[src/anchor_box_detection_decoder_core_defines.svh]
// ----------------------------------------------------------------------------
// anchor_box_detection_decoder_core_defines
// Assertion macros for the decoder back end.
// ----------------------------------------------------------------------------
// Each macro expects clk and rst_n in scope.
`ifndef ANCHOR_BOX_DETECTION_DECODER_CORE_DEFINES_SVH
`define ANCHOR_BOX_DETECTION_DECODER_CORE_DEFINES_SVH

// Same-cycle implication, disabled during reset.
`define ABDD_ASSERT_NOW(lbl, ante, cons, msg) \
  lbl: assert property (@(posedge clk) disable iff (!rst_n) (ante) |-> (cons)) \
    else $error(msg);

// Next-cycle implication, disabled during reset.
`define ABDD_ASSERT_NEXT(lbl, ante, cons, msg) \
  lbl: assert property (@(posedge clk) disable iff (!rst_n) (ante) |=> (cons)) \
    else $error(msg);

`endif

[src/abdd_pkg.sv]
// ----------------------------------------------------------------------------
// abdd_pkg
// Shared types and constants of the anchor box detection decoder.
// ----------------------------------------------------------------------------
package abdd_pkg;

  localparam int CLASS_LIMIT_DEF    = 255;
  localparam int LOGIT_BITS_DEF     = 16;
  localparam int SIG_TABLE_BITS_DEF = 10;
  localparam int QUEUE_DEPTH_DEF    = 2;

  // Configuration register indexes
  localparam logic [2:0] REG_BOX_THR   = 3'd0;
  localparam logic [2:0] REG_CLASS_THR = 3'd1;
  localparam logic [2:0] REG_RATIO_W   = 3'd2;
  localparam logic [2:0] REG_RATIO_H   = 3'd3;
  localparam logic [2:0] REG_NUM_CLASS = 3'd4;

  // Slots of the per-row logit set
  localparam logic [2:0] SLOT_TX  = 3'd0;
  localparam logic [2:0] SLOT_TY  = 3'd1;
  localparam logic [2:0] SLOT_TW  = 3'd2;
  localparam logic [2:0] SLOT_TH  = 3'd3;
  localparam logic [2:0] SLOT_OBJ = 3'd4;
  localparam logic [2:0] SLOT_CLS = 3'd5;
  localparam int         NUM_SLOTS = 6;

  // Runtime settings seen by the decode back end
  typedef struct packed {
    logic [15:0] box_thr;
    logic [15:0] class_thr;
    logic [15:0] ratio_w;
    logic [15:0] ratio_h;
  } cfg_t;

  // One finished cell row waiting for decode
  typedef struct packed {
    logic [NUM_SLOTS-1:0][15:0] logits;
    logic [7:0]                 best_class;
    logic [7:0]                 grid_col;
    logic [7:0]                 grid_row;
    logic [2:0]                 stride_shift;
    logic [9:0]                 anc_w;
    logic [9:0]                 anc_h;
  } job_t;

endpackage

[src/abdd_front.sv]
// ----------------------------------------------------------------------------
// abdd_front
// Element intake: keeps the box and objectness logits of the current row,
// tracks the best class logit, queues each complete row with a class logit.
// ----------------------------------------------------------------------------
module abdd_front #(
  parameter int CLASS_LIMIT = abdd_pkg::CLASS_LIMIT_DEF,
  parameter int LOGIT_BITS  = abdd_pkg::LOGIT_BITS_DEF
) (
  input  logic               clk,
  input  logic               rst_n,
  input  logic               in_valid,
  output logic               in_ready,
  input  logic signed [15:0] in_logit_value,
  input  logic [7:0]         in_grid_col,
  input  logic [7:0]         in_grid_row,
  input  logic [2:0]         in_stride_shift,
  input  logic [9:0]         in_anchor_w,
  input  logic [9:0]         in_anchor_h,
  input  logic               in_last,
  input  logic [7:0]         num_classes,
  input  logic               q_ready,
  output logic               q_push,
  output abdd_pkg::job_t     q_data
);

  localparam int EFF = (LOGIT_BITS < 16) ? LOGIT_BITS : 16;
  localparam int SH  = 16 - EFF;
  localparam logic signed [15:0] LOGIT_MIN = -16'sd1 <<< (EFF - 1);

  logic [7:0]             elem_r;
  logic [4:0][15:0]       box_r;
  logic signed [15:0]     best_r;
  logic [7:0]             bcls_r;

  logic signed [15:0]     v_sh;
  logic signed [15:0]     v;
  logic [7:0]             c;
  logic                   accept;
  logic                   class_ok;
  logic                   take;
  logic                   have;
  logic signed [15:0]     best_upd;
  logic [7:0]             bcls_upd;

  // Cut the logit to the configured width and sign extend
  always_comb begin
    v_sh = in_logit_value <<< SH;
    v    = v_sh >>> SH;
  end

  // Classify the element and update the running arg-max
  always_comb begin
    accept   = in_valid && in_ready;
    c        = elem_r - 8'd5;
    class_ok = (elem_r >= 8'd5) && ({1'b0, c} < {1'b0, num_classes}) &&
               ({1'b0, c} < 9'(CLASS_LIMIT));
    take     = class_ok && ((c == 8'd0) || (v > best_r));
    best_upd = take ? v : best_r;
    bcls_upd = take ? c : bcls_r;
    have     = (elem_r >= 8'd5) && (num_classes != 8'd0);
  end

  assign in_ready = q_ready;
  assign q_push   = accept && in_last && have;

  // Assemble the row for the back end
  always_comb begin
    q_data.logits[4:0]  = box_r;
    q_data.logits[5]    = best_upd;
    q_data.best_class   = bcls_upd;
    q_data.grid_col     = in_grid_col;
    q_data.grid_row     = in_grid_row;
    q_data.stride_shift = in_stride_shift;
    q_data.anc_w        = in_anchor_w;
    q_data.anc_h        = in_anchor_h;
  end

  // Hold the box and objectness logits
  always_ff @(posedge clk) begin
    if (accept && (elem_r < 8'd5)) begin
      box_r[elem_r[2:0]] <= v;
    end
  end

  // Advance the element counter, restart on the last element
  always_ff @(posedge clk) begin
    if (!rst_n) begin
      elem_r <= 8'd0;
      best_r <= LOGIT_MIN;
      bcls_r <= 8'd0;
    end else if (accept) begin
      if (in_last) begin
        elem_r <= 8'd0;
        best_r <= LOGIT_MIN;
        bcls_r <= 8'd0;
      end else begin
        if (elem_r != 8'hFF) begin
          elem_r <= elem_r + 8'd1;
        end
        best_r <= best_upd;
        bcls_r <= bcls_upd;
      end
    end
  end

endmodule

[config.mk]
export PLATFORM = sky130hd
export DESIGN_NAME = abdd_front
export DESIGN_NICKNAME = d
export VERILOG_FILES = /design/src/anchor_box_detection_decoder_core_defines.svh /design/src/abdd_pkg.sv /design/src/abdd_front.sv
export SDC_FILE = /design/constraint.sdc
export NUM_CORES = 1
export LEC_CHECK = 0
export BUFFER_PORTS_ARGS = -buffer_cell sky130_fd_sc_hd__buf_2
export CAP_MARGIN = 5
export CORE_ASPECT_RATIO = 1.2
export CORE_MARGIN = 4
export CORE_UTILIZATION = 46
export DETAILED_ROUTE_END_ITERATION = 10
export GPL_TIMING_DRIVEN = 0
export PLACE_DENSITY = 0.76
export SLEW_MARGIN = 30
export SYNTH_ARGS = -nofsm -noshare
export SYNTH_HDL_FRONTEND = slang
export SYNTH_SLANG_ARGS = --single-unit
[constraint.sdc]
create_clock -name clk -period 9.4 [get_ports clk]
set_input_delay 1.41 -clock clk [delete_from_list [all_inputs] [get_ports clk]]
set_output_delay 1.41 -clock clk [all_outputs]
set_load 0.02 [all_outputs]
* Yosys cells after proc, flatten, opt, wreduce, memory -nomap -nowiden *
Cells that the tools add are included.

word-level totals
  bits in writable memories = 0
  memories kept = 0
  bits in read-only memories = 0
  bits in registers = 112
  bits in latches = 0
  word-level logic and storage cells = 41
  input port bits = 68

operators by class
  mux-type cells = 9
  equality and inequality tests = 1
  bitwise operators = 0
  multiply operators = 0
  div/mod/pow operators = 0
  magnitude comparators = 7
  add/subtract/negate cells = 2
  shift-type cells = 0
  reductions and logical operators = 14

operator list
  operator               number
  $bwmux W80             1
  $demux W16 S3          1
  $mux W16               3
  $mux W8                4
  $gt A16 B16 Y1         1
  $logic_and A1 B1 Y1    9
  $add A8 B1 Y8 const B  1
  $ge A8 B3 Y1 const B   1
  $logic_not A8 Y1       1
  $lt A8 B3 Y1 const B   1
  $lt A8 B8 Y1           1
  $lt A8 B8 Y1 const B   1
  $ne A8 B8 Y1 const B   1
  $reduce_bool A8 Y1     1
  $sub A8 B3 Y8 const B  1
  $lt A3 B4 Y1 const B   1
  $ge A3 B1 Y1 const B   1
  $reduce_and A2 Y1      1
  $reduce_bool A2 Y1     1
  $logic_or A1 B1 Y1     1

* Longest topological paths before layout *
  word-level depth = 7
  depth in mapped cells = 15
  depth with buffers taken out = 12

* Least setup slack after synthesis *
No wires, ideal clock.

  path kind = input to output
  start = input port in_logit_value[13]
  end = output port q_data[127] in the netlist's numbering
  stages = 9
  data required time = 7.990 ns
  data arrival time = 3.494 ns
  setup slack = 4.496 ns
  path buffers = 2
  path through = ha_1 nand4_1 nor4_1 o21a_1 o311a_1 o221ai_2 buf_6 buf_2 o21ai_0

RTL lines
  item         RTL line          text
  from (decl)  abdd_front.sv:14  input logic signed [15:0] in_logit_value,
  to (decl)    abdd_front.sv:24  output abdd_pkg::job_t q_data

==> impl_table.tex <==
\begin{tabular}{lr}
\hline
Metric & Value \\
\hline
\multicolumn{2}{l}{\textbf{Clock network}} \\
\quad Clk root buf & sky130\_fd\_sc\_hd\_\_clkbuf\_16 \\
\quad Clock Sinks & between 100 and 150 \\
\quad Clock Path Buffers & 2 \\
\quad Reg clk slew, reported paths & about 0.070 ns \\
\quad Number of clock buffers inserted by TritonCTS & 9 \\
\quad CTS H-tree depth & 3 \\
\quad Number of post-CTS setup repair buffers & 0 \\
\quad Total of cells resized after clock tree synthesis & 0 \\
\quad CTS tree & yes \\
\quad Quantity of hold-fixing buffers added after cts & 0 \\
\quad Worst-skew pair later-pin latency & 0.36 ns \\
\multicolumn{2}{l}{\textbf{Setup path}} \\
\quad Required time worst endpoint & approximately 8.0 ns \\
\quad Family with the most delay on the worst path & simple AND/OR/NAND/NOR gates \\
\quad Nature of the critical path endpoint & primary output \\
\quad Worst Reg2Reg Path Length in Cells & 13 \\
\quad Maximum fanout count along the critical path & 10 \\
\quad Number of buffers and inverters on the critical path & 4 \\
\quad Crit path arrival time & about 4.3 ns \\
\quad Critical Path, Cell by Cell & buf\_2, ha\_1, nand4\_1, nor4\_1, o221ai\_1, o311a\_1, o221ai\_2, buf\_6, buf\_4, mux2\_2, buf\_2 \\
\quad Setup slack of the most critical reg-to-reg path & between 5 and 6 ns \\
\quad Most numerous cell on the critical path & sky130\_fd\_sc\_hd\_\_buf\_2 \\
\quad R2r startpoint & elem\_r[0]\$\_SDFFE\_PN0P\_ \\
\quad Cell with the biggest individual delay on the critical path & sky130\_fd\_sc\_hd\_\_nor4\_1 \\
\quad Peak per-stage delay on the critical path & 0.61 ns \\
\quad Terminus of the critical flop-to-flop path & bcls\_r[5]\$\_SDFFE\_PN0P\_ \\
\quad Kind of start point of the critical path & primary input \\
\quad Category of the most critical setup path & primary input to primary output \\
\multicolumn{2}{l}{\textbf{Placement}} \\
\quad Detailed-placement wirelength estimate & 11,360 um \\
\quad Quantity of I/O buffers inserted on ports & about 170 \\
\quad Final weighted congestion in routability-driven placement & about 0.96 \\
\quad Placement Setup Slack & roughly 3.7 ns \\
\multicolumn{2}{l}{\textbf{Timing}} \\
\quad Post-route fraction of the period consumed by the critical path & 60.49\% \\
\quad Post-route clock skew & 0.009662 ns \\
\quad Worst Max-Slew Pin Slew & $\sim$0.6 ns \\
\quad Highest Clock Rate & between 0.15 and 0.2 GHz \\
\quad Final Setup Violations & 0 \\
\quad Total count of hold-check failures in the final report & 0 \\
\quad Summed negative setup slack over all endpoints & 0 ns \\
\quad Number of pins exceeding their max-slew limit in the final report & 0 \\
\quad Post-layout minimum cycle time & around 5.7 ns \\
\quad Worst path setup slack after routing & approximately 3.7 ns \\
\quad Worst slew margin relative to its limit & between 50\% and 60\% \\
\quad Unrepaired setup endpoints after global routing & false \\
\multicolumn{2}{l}{\textbf{Power and ir drop}} \\
\quad Largest voltage drop on the vdd net & between 0.07 and 0.08 mV \\
\quad Pwr per Cell Area & around 140 nW/um2 \\
\quad Leakage Power & between 3 and 4 nW \\
\multicolumn{2}{l}{\textbf{Routing}} \\
\quad Total number of vias & 4,347 \\
\quad DRC errors left & 0 \\
\quad Number of vias per cell after detailed routing & roughly 5.2 \\
\quad Number of DRC markers in iteration 0 & $\sim$190 \\
\quad Number of search-and-repair iterations in the first detailed-routing pass & 5 \\
\quad Average routed wire per standard cell & 17.15 um \\
\quad Total routed wirelength & between 10,000 and 15,000 um \\
\quad Number of nets with antenna violations after detailed routing & 0 \\
\multicolumn{2}{l}{\textbf{Cells and area}} \\
\quad N\_diodes & 0 \\
\quad Net count of the finished layout & around 770 \\
\quad Layout cells sized above 1 & about two fifths \\
\quad Area growth from synthesis to layout & 26.16\% \\
\multicolumn{2}{l}{\textbf{Synthesis}} \\
\quad Share of synthesized registers carrying an async set or reset & 0\% \\
\quad Number of nets in the synthesized netlist & $\sim$580 \\
\quad Dominant combinational cell family by area after synthesis & simple AND/OR/NAND/NOR gates \\
\quad Post-synthesis sequential area ratio & between 50 and 60\% \\
\quad Top cell type's share of synthesized area & 43.71\% \\
\quad Adder-Cell Fraction of Synth Area & 5.463\% \\
\quad Synthesized-area fraction occupied by and/or/nand/nor cells & a little under an eighth \\
\quad Number of different library cells in the post-synthesis netlist & 46 \\
\quad Largest area contributor in the netlist & sky130\_fd\_sc\_hd\_\_edfxtp\_1 \\
\quad Number of register bits inferred by synthesis & 112 \\
\quad Count of yosys warnings during synthesis & 0 \\
\quad Xor and xnor fraction of the mapped netlist area & under 10\% \\
\quad Post-Syn Area & roughly 5500 um2 \\
\quad Largest cells by area after synthesis & sky130\_fd\_sc\_hd\_\_edfxtp\_1 44\%, sky130\_fd\_sc\_hd\_\_dfxtp\_1 12\%, sky130\_fd\_sc\_hd\_\_buf\_4 5.7\% \\
\quad Number of cells produced by synthesis & just under 500 \\
\quad Compound-gate portion of the synthesized area & under 10\% \\
\quad Synthesized area divided by synthesized cell count & 11.38 um2 \\
\quad Primary FF master, synth & sky130\_fd\_sc\_hd\_\_edfxtp\_1 \\
\quad Portion of netlist area occupied by mux cells & between 7 and 8\% \\
\quad Number of flops mapped to enable cells by yosys & 80 \\
\multicolumn{2}{l}{\textbf{Job}} \\
\quad Number of max-cap violations & 0 \\
\multicolumn{2}{l}{\textbf{Floorplanning}} \\
\quad Std-Cell Rows & between 40 and 50 \\
\quad Die Y-Extent & around 130 um \\
\quad Core area & $\sim$12,000 um2 \\
\quad Die area & 13,770 um2 \\
\quad IO Count & approximately 210 \\
\quad Die W & 107.8 um \\
\quad Initial Util & a little under half \\
\multicolumn{2}{l}{\textbf{Global route}} \\
\quad Total global routing overflow & 0 \\
\quad Pin count of the biggest net entering global routing & 22 \\
\quad Via count of the first global-routing pass & between 4,000 and 5,000 \\
\quad Global-route usage over all layers & between 20\% and 30\% \\
\quad Wire length of the first global-routing pass & between 20,000 and 25,000 um \\
\quad Number of antenna violations at the first check in global routing & 0 \\
\multicolumn{2}{l}{\textbf{Status}} \\
\quad Run status & finished clean \\
\multicolumn{2}{l}{\textbf{Hold path}} \\
\quad Hold-critical path endpoint & best\_r[9]\$\_SDFFE\_PN0P\_ \\
\quad Hold path start & best\_r[9]\$\_SDFFE\_PN0P\_ \\
\quad Worst hold stages & 2 \\
\quad Worst Hold Class & register to register \\
\hline
\end{tabular}
-- flip-flops by register name, indices dropped and copies added (netlist names) --
register,count
bcls_r,8
best_r,16
q_data,80
elem_r,8
-- cells in the mapped netlist (12+ instances only) --
cell                       number
sky130_fd_sc_hd__nand2_1       39
sky130_fd_sc_hd__buf_4         42
sky130_fd_sc_hd__mux2i_1       19
sky130_fd_sc_hd__nor2_1        30
sky130_fd_sc_hd__mux2_2        21
sky130_fd_sc_hd__ha_1          24
sky130_fd_sc_hd__inv_1         34
sky130_fd_sc_hd__and3_1        18
sky130_fd_sc_hd__o21ai_0       12
sky130_fd_sc_hd__dfxtp_1       32
sky130_fd_sc_hd__edfxtp_1      80
sky130_fd_sc_hd__clkbuf_1      12
sky130_fd_sc_hd__a21oi_1       31
-- final cells by class --
cell class                 instances  area, um2
fill                            1006       4687
sequential                       112       3043
multi-input combinational        273       1912
timing repair buffer             182      917.1
buffer                            64      442.9
clock buffer                       9      225.2
tap                              157      196.4
inverter                          34      127.6
clock inverter                     7      70.07
-- worst max path at each step --
stage | start | end | slack [ns] | depth (start not counted)
4_1_cts | in_logit_value[15] | q_data[41] | 3.71 | 11
2_1_floorplan | in_logit_value[13] | q_data[127] | 4.50 | 9
6_report | in_logit_value[15] | q_data[41] | 3.71 | 11
3_3_place_gp | in_logit_value[15] | q_data[45] | 3.74 | 11
3_5_place_dp | in_logit_value[15] | q_data[41] | 3.73 | 11
5_1_grt | in_logit_value[15] | q_data[130] | 3.53 | 11
-- layer usage --
layer / GRT usage, % / part of all wire [%] / up-vias
li1: - / - / 2077
met1: 23.64 / 37 / 2049
met2: 38.36 / 54 / 199
met3: 4.786 / 7.0 / 22
met4: 7.504 / 2.0 / 0
met5: 0 / 0 / -
-- worst register-to-register path, delay by kind of cell, from the launching register on --
kind / cells / cell delay (ns)
simple gates: 1 / 0.40
flops: 1 / 0.43
xor+xnor: 1 / 0.38
fa+ha+maj: 2 / 0.64
buf+inv: 3 / 0.57
compound gates: 6 / 1.12
-- where the power goes --
group          total (W)  switching [W]  internal, W
sequential      0.000533     0.00000111     0.000532
clock           0.000376       0.000188     0.000188
combinational  0.0000910      0.0000567    0.0000343
-- cell usage in the layout, fill, tap and decap left out, drive strengths merged, types with 4 or more instances in the layout --
| cell type | n |
|---|---|
| o21ai | 13 |
| dfxtp | 32 |
| xnor2 | 4 |
| mux2 | 21 |
| a211oi | 4 |
| buf | 234 |
| mux2i | 19 |
| nand2 | 39 |
| nand3 | 7 |
| nor2b | 7 |
| nor3 | 4 |
| ha | 24 |
| or3 | 5 |
| clkbuf | 21 |
| nor2 | 30 |
| inv | 39 |
| nor4 | 7 |
| nand4 | 5 |
| a21oi | 31 |
| or4 | 5 |
| xor2 | 4 |
| and3 | 18 |
| edfxtp | 80 |
| a31oi | 4 |
-- kinds of logic after synthesis --
| logic type | after synthesis |
|---|---|
| DFF | 112 |
| xor gates and xnor gates | 8 |
| AOI/OAI and AO/OA | 68 |
| buffers and inverters | 98 |
| and+or+nand+nor | 133 |
| adders and majority gates | 24 |
| muxes | 40 |
-- metrics by stage --
| stage | area [um2] | std cells | total power, W | util (%) | hold WS, ns |
|---|---|---|---|---|---|
| global placement | 6554 | 812 | 0.0006326 | 56.40 | 0.4492 |
| detailed placement | 6639 | 822 | 0.0006356 | 57.13 | 0.4580 |
| global route | 6934 | 838 | 0.001037 | 59.67 | 0.4934 |
| finish | 6934 | 838 | 0.001000 | 59.67 | 0.4652 |
| floorplan | 5497 | 483 | 0.0005997 | - | 0.4369 |
| CTS | 6934 | 838 | 0.001007 | 59.67 | 0.4680 |
Note: power is estimated with default switching activity, not from simulation.
