### src/anchor_box_detection_decoder_core_defines.svh
// ----------------------------------------------------------------------------
// anchor_box_detection_decoder_core_defines
// Assertion macros for the decoder back end.
// ----------------------------------------------------------------------------
// Each macro expects clk and rst_n in scope.
`ifndef ANCHOR_BOX_DETECTION_DECODER_CORE_DEFINES_SVH
`define ANCHOR_BOX_DETECTION_DECODER_CORE_DEFINES_SVH

// Same-cycle implication, disabled during reset.
`define ABDD_ASSERT_NOW(lbl, ante, cons, msg) \
  lbl: assert property (@(posedge clk) disable iff (!rst_n) (ante) |-> (cons)) \
    else $error(msg);

// Next-cycle implication, disabled during reset.
`define ABDD_ASSERT_NEXT(lbl, ante, cons, msg) \
  lbl: assert property (@(posedge clk) disable iff (!rst_n) (ante) |=> (cons)) \
    else $error(msg);

`endif

### src/abdd_pkg.sv
// ----------------------------------------------------------------------------
// abdd_pkg
// Shared types and constants of the anchor box detection decoder.
// ----------------------------------------------------------------------------
package abdd_pkg;

  localparam int CLASS_LIMIT_DEF    = 255;
  localparam int LOGIT_BITS_DEF     = 16;
  localparam int SIG_TABLE_BITS_DEF = 10;
  localparam int QUEUE_DEPTH_DEF    = 2;

  // Configuration register indexes
  localparam logic [2:0] REG_BOX_THR   = 3'd0;
  localparam logic [2:0] REG_CLASS_THR = 3'd1;
  localparam logic [2:0] REG_RATIO_W   = 3'd2;
  localparam logic [2:0] REG_RATIO_H   = 3'd3;
  localparam logic [2:0] REG_NUM_CLASS = 3'd4;

  // Slots of the per-row logit set
  localparam logic [2:0] SLOT_TX  = 3'd0;
  localparam logic [2:0] SLOT_TY  = 3'd1;
  localparam logic [2:0] SLOT_TW  = 3'd2;
  localparam logic [2:0] SLOT_TH  = 3'd3;
  localparam logic [2:0] SLOT_OBJ = 3'd4;
  localparam logic [2:0] SLOT_CLS = 3'd5;
  localparam int         NUM_SLOTS = 6;

  // Runtime settings seen by the decode back end
  typedef struct packed {
    logic [15:0] box_thr;
    logic [15:0] class_thr;
    logic [15:0] ratio_w;
    logic [15:0] ratio_h;
  } cfg_t;

  // One finished cell row waiting for decode
  typedef struct packed {
    logic [NUM_SLOTS-1:0][15:0] logits;
    logic [7:0]                 best_class;
    logic [7:0]                 grid_col;
    logic [7:0]                 grid_row;
    logic [2:0]                 stride_shift;
    logic [9:0]                 anc_w;
    logic [9:0]                 anc_h;
  } job_t;

endpackage

### src/abdd_queue.sv
// ----------------------------------------------------------------------------
// abdd_queue
// Small FIFO of finished rows between intake and decode.
// ----------------------------------------------------------------------------
module abdd_queue #(
  parameter int DEPTH = abdd_pkg::QUEUE_DEPTH_DEF
) (
  input  logic           clk,
  input  logic           rst_n,
  input  logic           push,
  input  abdd_pkg::job_t push_data,
  output logic           push_ready,
  input  logic           pop,
  output logic           pop_valid,
  output abdd_pkg::job_t pop_data
);

  localparam int PW = (DEPTH > 1) ? $clog2(DEPTH) : 1;
  localparam int CW = $clog2(DEPTH + 1);

  abdd_pkg::job_t mem_r [DEPTH];
  logic [PW-1:0]  wr_r;
  logic [PW-1:0]  rd_r;
  logic [CW-1:0]  cnt_r;
  logic           do_push;
  logic           do_pop;

  assign push_ready = (cnt_r != CW'(DEPTH));
  assign pop_valid  = (cnt_r != '0);
  assign pop_data   = mem_r[rd_r];
  assign do_push    = push && push_ready;
  assign do_pop     = pop && pop_valid;

  // Store entries
  always_ff @(posedge clk) begin
    if (do_push) begin
      mem_r[wr_r] <= push_data;
    end
  end

  // Advance pointers and fill count
  always_ff @(posedge clk) begin
    if (!rst_n) begin
      wr_r  <= '0;
      rd_r  <= '0;
      cnt_r <= '0;
    end else begin
      if (do_push) begin
        wr_r <= (wr_r == PW'(DEPTH - 1)) ? '0 : wr_r + PW'(1);
      end
      if (do_pop) begin
        rd_r <= (rd_r == PW'(DEPTH - 1)) ? '0 : rd_r + PW'(1);
      end
      if (do_push && !do_pop) begin
        cnt_r <= cnt_r + CW'(1);
      end else if (do_pop && !do_push) begin
        cnt_r <= cnt_r - CW'(1);
      end
    end
  end

endmodule

### config.mk
export PLATFORM = sky130hd
export DESIGN_NAME = abdd_queue
export DESIGN_NICKNAME = d
export VERILOG_FILES = /design/src/anchor_box_detection_decoder_core_defines.svh /design/src/abdd_pkg.sv /design/src/abdd_queue.sv
export SDC_FILE = /design/constraint.sdc
export NUM_CORES = 1
export LEC_CHECK = 0
export ABC_AREA = 1
export BUFFER_PORTS_ARGS = -buffer_cell sky130_fd_sc_hd__buf_4
export CAP_MARGIN = 30
export CORE_ASPECT_RATIO = 0.5
export CORE_MARGIN = 4
export CORE_UTILIZATION = 56
export DETAILED_ROUTE_END_ITERATION = 10
export PLACE_DENSITY = 0.84
export RECOVER_POWER = 50
export SETUP_SLACK_MARGIN = 0.1
export SLEW_MARGIN = 40
export SYNTH_ARGS = -nofsm -noshare
export SYNTH_HDL_FRONTEND = slang
export SYNTH_SLANG_ARGS = --single-unit
export TNS_END_PERCENT = 1
### constraint.sdc
create_clock -name clk -period 14.63 [get_ports clk]
set_input_delay 2.1945 -clock clk [delete_from_list [all_inputs] [get_ports clk]]
set_output_delay 2.1945 -clock clk [all_outputs]
set_load 0.1 [all_outputs]
**Yosys cells after proc, flatten, opt, wreduce, memory -nomap -nowiden**

Memories as Yosys holds them, arrays and structs flattened. A register that Yosys moved wholly into a read port is not among the register bits.
Index checks and enable logic that the tools add are counted.

- Register bits: 4
- Bits in writable memories: 286
- Input bits: 147
- Output and inout bits: 145
- Word-level logic and storage cells: 25
- Memories: 1

- Add/subtract/negate cells: 4
- Equal/unequal tests: 1
- Muxes and demuxes: 8
- Reduce and logical (&&, ||, !) cells: 8

Memory list:

| name | words | width | rd ports | clocked after memory_dff | write ports | line | source |
|---|---|---|---|---|---|---|---|
| mem_r | 2 | 143 | 1 | 1 | 1 | abdd_queue.sv:21 | `abdd_pkg::job_t mem_r [DEPTH];` |

Operators with widths:

| kind | count |
|---|---|
| $mux 1 | 6 |
| $logic_and 1x1->1 | 4 |
| $mux 2 | 2 |
| $reduce_bool 2->1 | 2 |
| $add 1x1->1 const B | 2 |
| $add 2x1->2 const B | 1 |
| $logic_not 1->1 | 2 |
| $ne 2x2->1 const B | 1 |
| $sub 2x1->2 const B | 1 |

**Longest topological paths before layout**

Gate-level depths: netlist (run 1).

- Depth after elaboration: 6
- Depth in mapped cells: 11

**Worst setup path before layout (run 1)**

OpenSTA, ideal clock, no wires.

- Path type: in2reg
- Start: input port push
- End: memory mem_r[0][0] in the netlist's numbering (enable)
- Arrival time: 8.286 ns
- Path slack: 5.696 ns
- Stages: 2
- Buffers on the path: 0
- Path through: nand2_1 > nor2_1

- Longest elaborated chain between the ends: 3

RTL lines:

| what | line | source |
|---|---|---|
| start: declaration | abdd_queue.sv:10 | `input logic push,` |
| $logic_and 1x1->1 | abdd_queue.sv:31 | `assign do_push = push && push_ready;` |
| $mux 1 | abdd_queue.sv:36 | `if (do_push) begin` |
| $mux 1 (implied by the code) | abdd_queue.sv:37 | `mem_r[wr_r] <= push_data;` |
| end: declaration | abdd_queue.sv:21 |  |

Every way passes these cells.

**Worst setup path in the final report (run 1)**

- Start: input port push
- End: memory mem_r[0][73] in the netlist's numbering (enable)

The elaborated chain is that of the path after synthesis.

==> results.toml, run 1 <==
[clocking]
clock_slew_seen_by_the_registers_of_the_worst_setup_and_hold_paths_ns = 0.06
tritoncts_num_sinks = 291
cts_inserted_buffers = 25
max-clock-path-buffers = 3
root_buffer = "sky130_fd_sc_hd__clkbuf_16"
post_cts_hold_buffer_count = 0
tritoncts_clock_tree = "yes"
cts_post_setup_buffers_inserted = 0
clk-insertion-delay-late_ns = 0.52
clock_tree.htree_level_count = 1
postCtsResizedCells = 0

[critical_path]
max_fanout_on_critical_path = 77
end_kind = "flop"
reg2regPathDepth = 6
worst_ep_required_time_ns = 14.78
critical_path_arrival_ns = 6.53
critical_path_class = "in -> reg"
startpoint_type = "input port"

[global_route]
global_route_wire_length_before_repair_um = 32500
grt-ovfl-total = 0
antenna_found_initial = 0
track_usage_pct = 19.3
grt_pass1_vias = 5875
grt_start_max_net_pins = 78

[die]
floorplan.core_area_sq_um = 18700
start_util_pct = 58.0
die_height_um = 106
floorplan.die.width_um = 205
rows = 35
area_enclosed_by_the_die_boundary_sq_um = 21800
num_io_pins = 292

[route]
residual_drc_count = 0
initialDrtViolationCount = 307
drt_pass1_iterations = 4
via_count = 5488
route.antenna.remaining_nets = 0
detail_route.wirelength_um = 21600
post_drt_wl_per_cell_um = 20.2
viasPerCell = 5.13

[power_and_ir_drop]
power.ir.vdd_worst_uv = 179
cellPowerDensity_nw_per_um2 = 226
total_leakage_power_nw = 5.21

[sta]
finalHoldViolCount = 0
slew_headroom_pct = -82.6
fmax_ghz = 0.157
tightestPinTransition_ns = 2.74
timing.final.setup_violations = 0
final_max_slew_viol_count = 91
finalSetupTns_ns = 0
hold-worst-slack_ns = 0.512
clock_skew_ns = 0.0197
min_period_over_period_pct = 43.6
rsz0062_at_grt = "false"
layout_min_cycle_time_ns = 6.38

[layout]
area_overhead_of_the_layout_relative_to_synthesis_pct = 28.5
drive_gt1_share_pct = 53.0
n_antenna_cell = 0
nets = 939

[synthesis]
syn_area_per_cell_sq_um = 22.5
synthesis.nets = 630
syn_area_sq_um = 10800
synth.yosys.seq_area_share_pct = 80.2
postSynthRegisterBits = 291
netlist_instances = 482
number_of_warnings_printed_during_yosys_synthesis = 0
post_synth_num_cell_types = 15

[run]
maxCapViolCount = 3

[placed_design]
dp.final_hpwl_um = 15000
place.gp.congestion = 0.741
portBuffers = 291

[outcome]
failing_checks = "capacitance limit, slew limit"
status = "finished with violations"

[hold_path]
timing.hold.worst_path_depth = 2
class_of_the_most_critical_hold_timing_path = "reg -> reg"
registers in the layout, summed over array words and instances, names as in the netlist, named ones only:
register	flops
rd_r	1
wr_r	1
cnt_r	2
mem_r	286
worst paths after layout:
kind / start / end / slack, ns
setup reg to reg: cnt_r[0]$_SDFFE_PN0P_ / mem_r[0][73]$_DFFE_PP_ / 9.47
setup / recovery: push / mem_r[0][73]$_DFFE_PP_ / 8.25
hold / removal: rd_r$_SDFFE_PN0P_ / rd_r$_SDFFE_PN0P_ / 0.51
hold reg to reg: rd_r$_SDFFE_PN0P_ / rd_r$_SDFFE_PN0P_ / 0.51
final cells by class:
type                       instances  area, sq um
sequential                       291         8690
clock buffer                      34          669
inverter                           8         30.0
timing repair buffer             298         2060
multi-input combinational        167         1980
clock inverter                    12          164
tap                              259          324
fill                            1148         4770
cells in the final DEF (no fill, tap or decap):
| cell | instances |
|---|---|
| sky130_fd_sc_hd__inv_6 | 1 |
| sky130_fd_sc_hd__inv_1 | 8 |
| sky130_fd_sc_hd__mux2_2 | 73 |
| sky130_fd_sc_hd__buf_6 | 3 |
| sky130_fd_sc_hd__o21a_1 | 1 |
| sky130_fd_sc_hd__mux2_4 | 70 |
| sky130_fd_sc_hd__dfxtp_1 | 4 |
| sky130_fd_sc_hd__a21oi_1 | 1 |
| sky130_fd_sc_hd__edfxtp_1 | 286 |
| sky130_fd_sc_hd__clkbuf_8 | 1 |
| sky130_fd_sc_hd__clkinvlp_4 | 1 |
| sky130_fd_sc_hd__nand4_1 | 1 |
| sky130_fd_sc_hd__o21ai_0 | 2 |
| sky130_fd_sc_hd__nand3_1 | 1 |
| sky130_fd_sc_hd__clkbuf_4 | 99 |
| sky130_fd_sc_hd__dfxtp_4 | 1 |
| sky130_fd_sc_hd__nor2_1 | 8 |
| sky130_fd_sc_hd__clkbuf_1 | 57 |
| sky130_fd_sc_hd__clkbuf_16 | 25 |
| sky130_fd_sc_hd__clkinv_1 | 2 |
| sky130_fd_sc_hd__clkinv_2 | 4 |
| sky130_fd_sc_hd__buf_4 | 147 |
| sky130_fd_sc_hd__nand2_1 | 9 |
| sky130_fd_sc_hd__ha_1 | 1 |
| sky130_fd_sc_hd__bufinv_16 | 4 |
cell usage after synthesis:
master	number	share of area, %
sky130_fd_sc_hd__a21oi_1	1	0.046
sky130_fd_sc_hd__buf_2	7	0.32
sky130_fd_sc_hd__buf_6	9	0.94
sky130_fd_sc_hd__dfxtp_1	5	0.92
sky130_fd_sc_hd__edfxtp_1	286	79
sky130_fd_sc_hd__ha_1	1	0.12
sky130_fd_sc_hd__inv_1	8	0.28
sky130_fd_sc_hd__mux2_2	73	7.6
sky130_fd_sc_hd__mux2_4	70	9.7
sky130_fd_sc_hd__nand2_1	9	0.31
sky130_fd_sc_hd__nand3_1	1	0.046
sky130_fd_sc_hd__nand4_1	1	0.058
sky130_fd_sc_hd__nor2_1	8	0.28
sky130_fd_sc_hd__o21a_1	1	0.069
sky130_fd_sc_hd__o21ai_0	2	0.092
metal layers:
metal	up-vias	wire, um	global-route usage, %
li1	2526	-	-
met1	2765	7930	21.9
met2	158	12100	37.0
met3	39	1000	3.75
met4	0	617	5.92
met5	-	0	0
cell families (layout without fill, tap and decap cells):
group | after synthesis | in the layout | share of synthesized area, %
flops | 291 | 291 | 80.2
mux | 143 | 143 | 17.3
buf+inv | 24 | 352 | 1.54
simple gates | 19 | 19 | 0.693
compound gates | 4 | 4 | 0.208
fa+ha+maj | 1 | 1 | 0.115
critical path, cell delays in order:
cell and delay (ns):
sky130_fd_sc_hd__clkbuf_4 0.10, sky130_fd_sc_hd__nand2_1 0.08, sky130_fd_sc_hd__nor2_1 1.30, sky130_fd_sc_hd__clkbuf_1 2.02, sky130_fd_sc_hd__buf_6 0.73
report_power, final:
part	internal, W	leakage [nW]	switching [W]
clock network	0.000393	0.405	0.000277
logic	0.000318	2.10	0.00107
registers	0.00106	2.71	0.0000378
total	0.00177	5.21	0.00139
metrics by stage:
stage,instance area (sq um),setup slack [ns],utilization [%],power (W),std cells
after global routing,13900,7.74,74.5,0.00326,1069
after floorplan,10800,5.70,-,0.00228,482
after detailed placement,13300,9.61,71.1,0.00252,1023
after CTS,14100,9.06,75.6,0.00319,1069
final,13900,8.25,74.5,0.00315,1069
after global placement,13300,9.39,71.0,0.00250,1022
Note: power is estimated with default switching activity, not from simulation.
==> run 2: changes to the inputs <==
--- a/config.mk
+++ b/config.mk
@@ -5,14 +5,14 @@
 export SDC_FILE = /design/constraint.sdc
 export NUM_CORES = 1
 export LEC_CHECK = 0
-export ABC_AREA = 1
+export ABC_AREA = 0
 export BUFFER_PORTS_ARGS = -buffer_cell sky130_fd_sc_hd__buf_4
 export CAP_MARGIN = 30
 export CORE_ASPECT_RATIO = 0.5
 export CORE_MARGIN = 4
-export CORE_UTILIZATION = 56
+export CORE_UTILIZATION = 47
 export DETAILED_ROUTE_END_ITERATION = 10
-export PLACE_DENSITY = 0.84
+export PLACE_DENSITY = 0.75
 export RECOVER_POWER = 50
 export SETUP_SLACK_MARGIN = 0.1
 export SLEW_MARGIN = 40
==> constraint.sdc (replaced) <==
create_clock -name clk -period 5.2 [get_ports clk]
set_input_delay 0.78 -clock clk [delete_from_list [all_inputs] [get_ports clk]]
set_output_delay 0.78 -clock clk [all_outputs]
set_load 0.1 [all_outputs]
==> run 2 against run 1 <==
The flow still finishes with violations (capacitance limit, slew limit). Sequential cell count did not move. Cell count is 2.3% higher. Synthesized cell count is 2.7% lower. First-iteration DRC count is 15% lower. Critical path depth shrank 2. Wire length up 2.4%. Non-clock buffer count fell by 2. Critical path type is now reg -> out. Critical endpoint is now pop_data[122]. Highest routed layer unchanged.
==> results.toml, run 2 <==
[synthesis]
synth_area_leaders = "sky130_fd_sc_hd__edfxtp_1 79%, sky130_fd_sc_hd__mux2_4 9.7%, sky130_fd_sc_hd__mux2_2 7.6%"
yosysTopAreaCellShare_pct = 79.2
netlist_instances = 469
synth-main-ff-cell = "sky130_fd_sc_hd__edfxtp_1"
syn_area_per_cell_sq_um = 23.1
syn_area_sq_um = 10800
postSynthRegisterBits = 291
yosys.area.top_type = "sky130_fd_sc_hd__edfxtp_1"
number_of_warnings_printed_during_yosys_synthesis = 0
synthesis.nets = 617
synth_edf_count = 286
synthMostInstantiatedCell = "sky130_fd_sc_hd__edfxtp_1"
synth.yosys.seq_area_share_pct = 80.1
synth-async-reset-ratio_pct = 0
post_synth_num_cell_types = 21
post_synth_most_frequent_cells = "286 x sky130_fd_sc_hd__edfxtp_1, 73 x sky130_fd_sc_hd__mux2_2, 70 x sky130_fd_sc_hd__mux2_4, 9 x sky130_fd_sc_hd__buf_6, 7 x sky130_fd_sc_hd__buf_2"

[die]
floorplan.die.width_um = 223
floorplan.core_area_sq_um = 22200
die_height_um = 115
area_enclosed_by_the_die_boundary_sq_um = 25700
rows = 38
start_util_pct = 48.9
num_io_pins = 292

[sta]
slew_headroom_pct = -11.3
timing.final.setup_violations = 0
finalSetupTns_ns = 0
min_period_over_period_pct = 65.5
fmax_ghz = 0.293
finalHoldViolCount = 0
tightestPinTransition_ns = 1.67
rsz0062_at_grt = "false"
clock_skew_ns = 0.00710
layout_min_cycle_time_ns = 3.41
final_max_slew_viol_count = 34

[clocking]
cts_post_setup_buffers_inserted = 0
clock_slew_seen_by_the_registers_of_the_worst_setup_and_hold_paths_ns = 0.06
max-clock-path-buffers = 3
clk-insertion-delay-late_ns = 0.51
cts_inserted_buffers = 25
root_buffer = "sky130_fd_sc_hd__clkbuf_16"
post_cts_hold_buffer_count = 0
tritoncts_num_sinks = 291
postCtsResizedCells = 0
clock_tree.htree_level_count = 1
tritoncts_clock_tree = "yes"

[critical_path]
ff2ff_setup_slack_ns = 2.22
max_fanout_on_critical_path = 55
timing.critical_path.cells = "buf_4 > mux2_2 > buf_4"
critical_path_class = "reg -> out"
critical_path.most_common_cell = "sky130_fd_sc_hd__buf_4"
timing.critical_path.slowest_stage_cell = "sky130_fd_sc_hd__dfxtp_4"
crit_path_max_incr_delay_ns = 0.84
worst_ep_required_time_ns = 4.42
critical_path_arrival_ns = 2.63
end_kind = "primary output"
startpoint_type = "flop"

[global_route]
grt_pass1_vias = 5872
antenna_found_initial = 0
grt-ovfl-total = 0
global_route_wire_length_before_repair_um = 32700
track_usage_pct = 16.6
grt_start_max_net_pins = 111

[route]
initialDrtViolationCount = 260
drt_pass1_iterations = 4
route.antenna.remaining_nets = 0
residual_drc_count = 0
post_drt_wl_per_cell_um = 20.2
detail_route.wirelength_um = 22100
viasPerCell = 4.91
via_count = 5367

[layout]
layout.area.seq_sq_um = 8690
layout.cells.most_common = "sky130_fd_sc_hd__edfxtp_1"
largest_registers = "mem_r x286, cnt_r x2"
largest_register_ffs = 286
multi_input_area_sq_um = 2000
final_cell_mix = "286 x sky130_fd_sc_hd__edfxtp_1, 151 x sky130_fd_sc_hd__buf_4, 101 x sky130_fd_sc_hd__clkbuf_4"
register_ranked_first_by_flip_flop_count = "mem_r"
area_overhead_of_the_layout_relative_to_synthesis_pct = 29.2
drive_gt1_share_pct = 55.3
nets = 924
fill_cells = 1610
n_antenna_cell = 0
stdcell_count = 1094

[outcome]
failing_checks = "capacitance limit, slew limit"
status = "finished with violations"

[placed_design]
place.gp.congestion = 0.781
portBuffers = 291
dp.final_hpwl_um = 15200
dp.cells = 1049

[hold_path]
class_of_the_most_critical_hold_timing_path = "in -> reg"

[run]
maxCapViolCount = 1
[run 2: kinds of logic (layout without fill, tap and decap cells)]
group	after synthesis	in the layout	synth area share, %
AOI/OAI and AO/OA	5	5	0.323
xor gates and xnor gates	3	3	0.242
adders and majority gates	1	1	0.115
buffers and inverters	17	342	1.29
DFF	291	291	80.1
muxes	143	143	17.3
and+or+nand+nor	9	9	0.600
[run 2: layout make-up]
type,count,area share [%]
Inverter,1,0.0625
Sequential cell,291,62.1
Clock inverter,10,0.929
Multi-Input combinational cell,161,14.3
Tap cell,300,2.68
Clock buffer,35,5.02
Timing Repair Buffer,296,14.9
[run 2: final timing paths]
check / from / endpoint / cells past startpoint
hold / removal: push_data[22] / mem_r[0][22]$_DFFE_PP_ / 1
setup / recovery: flop / pop_data[122] / 3
hold reg to reg: cnt_r[1]$_SDFFE_PN0P_ / cnt_r[1]$_SDFFE_PN0P_ / 2
setup reg to reg: cnt_r[0]$_SDFFE_PN0P_ / mem_r[1][112]$_DFFE_PP_ / 3
[run 2: worst max-delay path: cells and delay by family (launching register included)]
kind / cells / cell delay (ns)
buf+inv: 2 / 0.81
flops: 1 / 0.84
mux: 1 / 0.40
[run 2: per-stage QoR]
stage	hold slack [ns]	utilization [%]	instance area [sq um]	worst slack, ns
after floorplan	0.512	-	10800	0.542
after global placement	0.532	60.2	13300	2.34
after detailed placement	0.559	60.2	13300	2.30
after CTS	0.419	64.0	14200	1.74
after global routing	0.437	63.2	14000	1.64
final	0.461	63.2	14000	1.79
[run 2: per-layer routing]
| metal | part of all wire [%] | wire [um] | track usage [%] |
|---|---|---|---|
| met1 | 36 | 7880 | 17.9 |
| met2 | 58 | 12700 | 32.7 |
| met3 | 3.7 | 818 | 3.39 |
| met4 | 3.2 | 698 | 5.79 |
| met5 | 0 | 0 | 0 |
Power of run 2 is left out: the tool's default activity adds up to more than one toggle a clock period on the data nets, which glitch-free logic cannot reach.
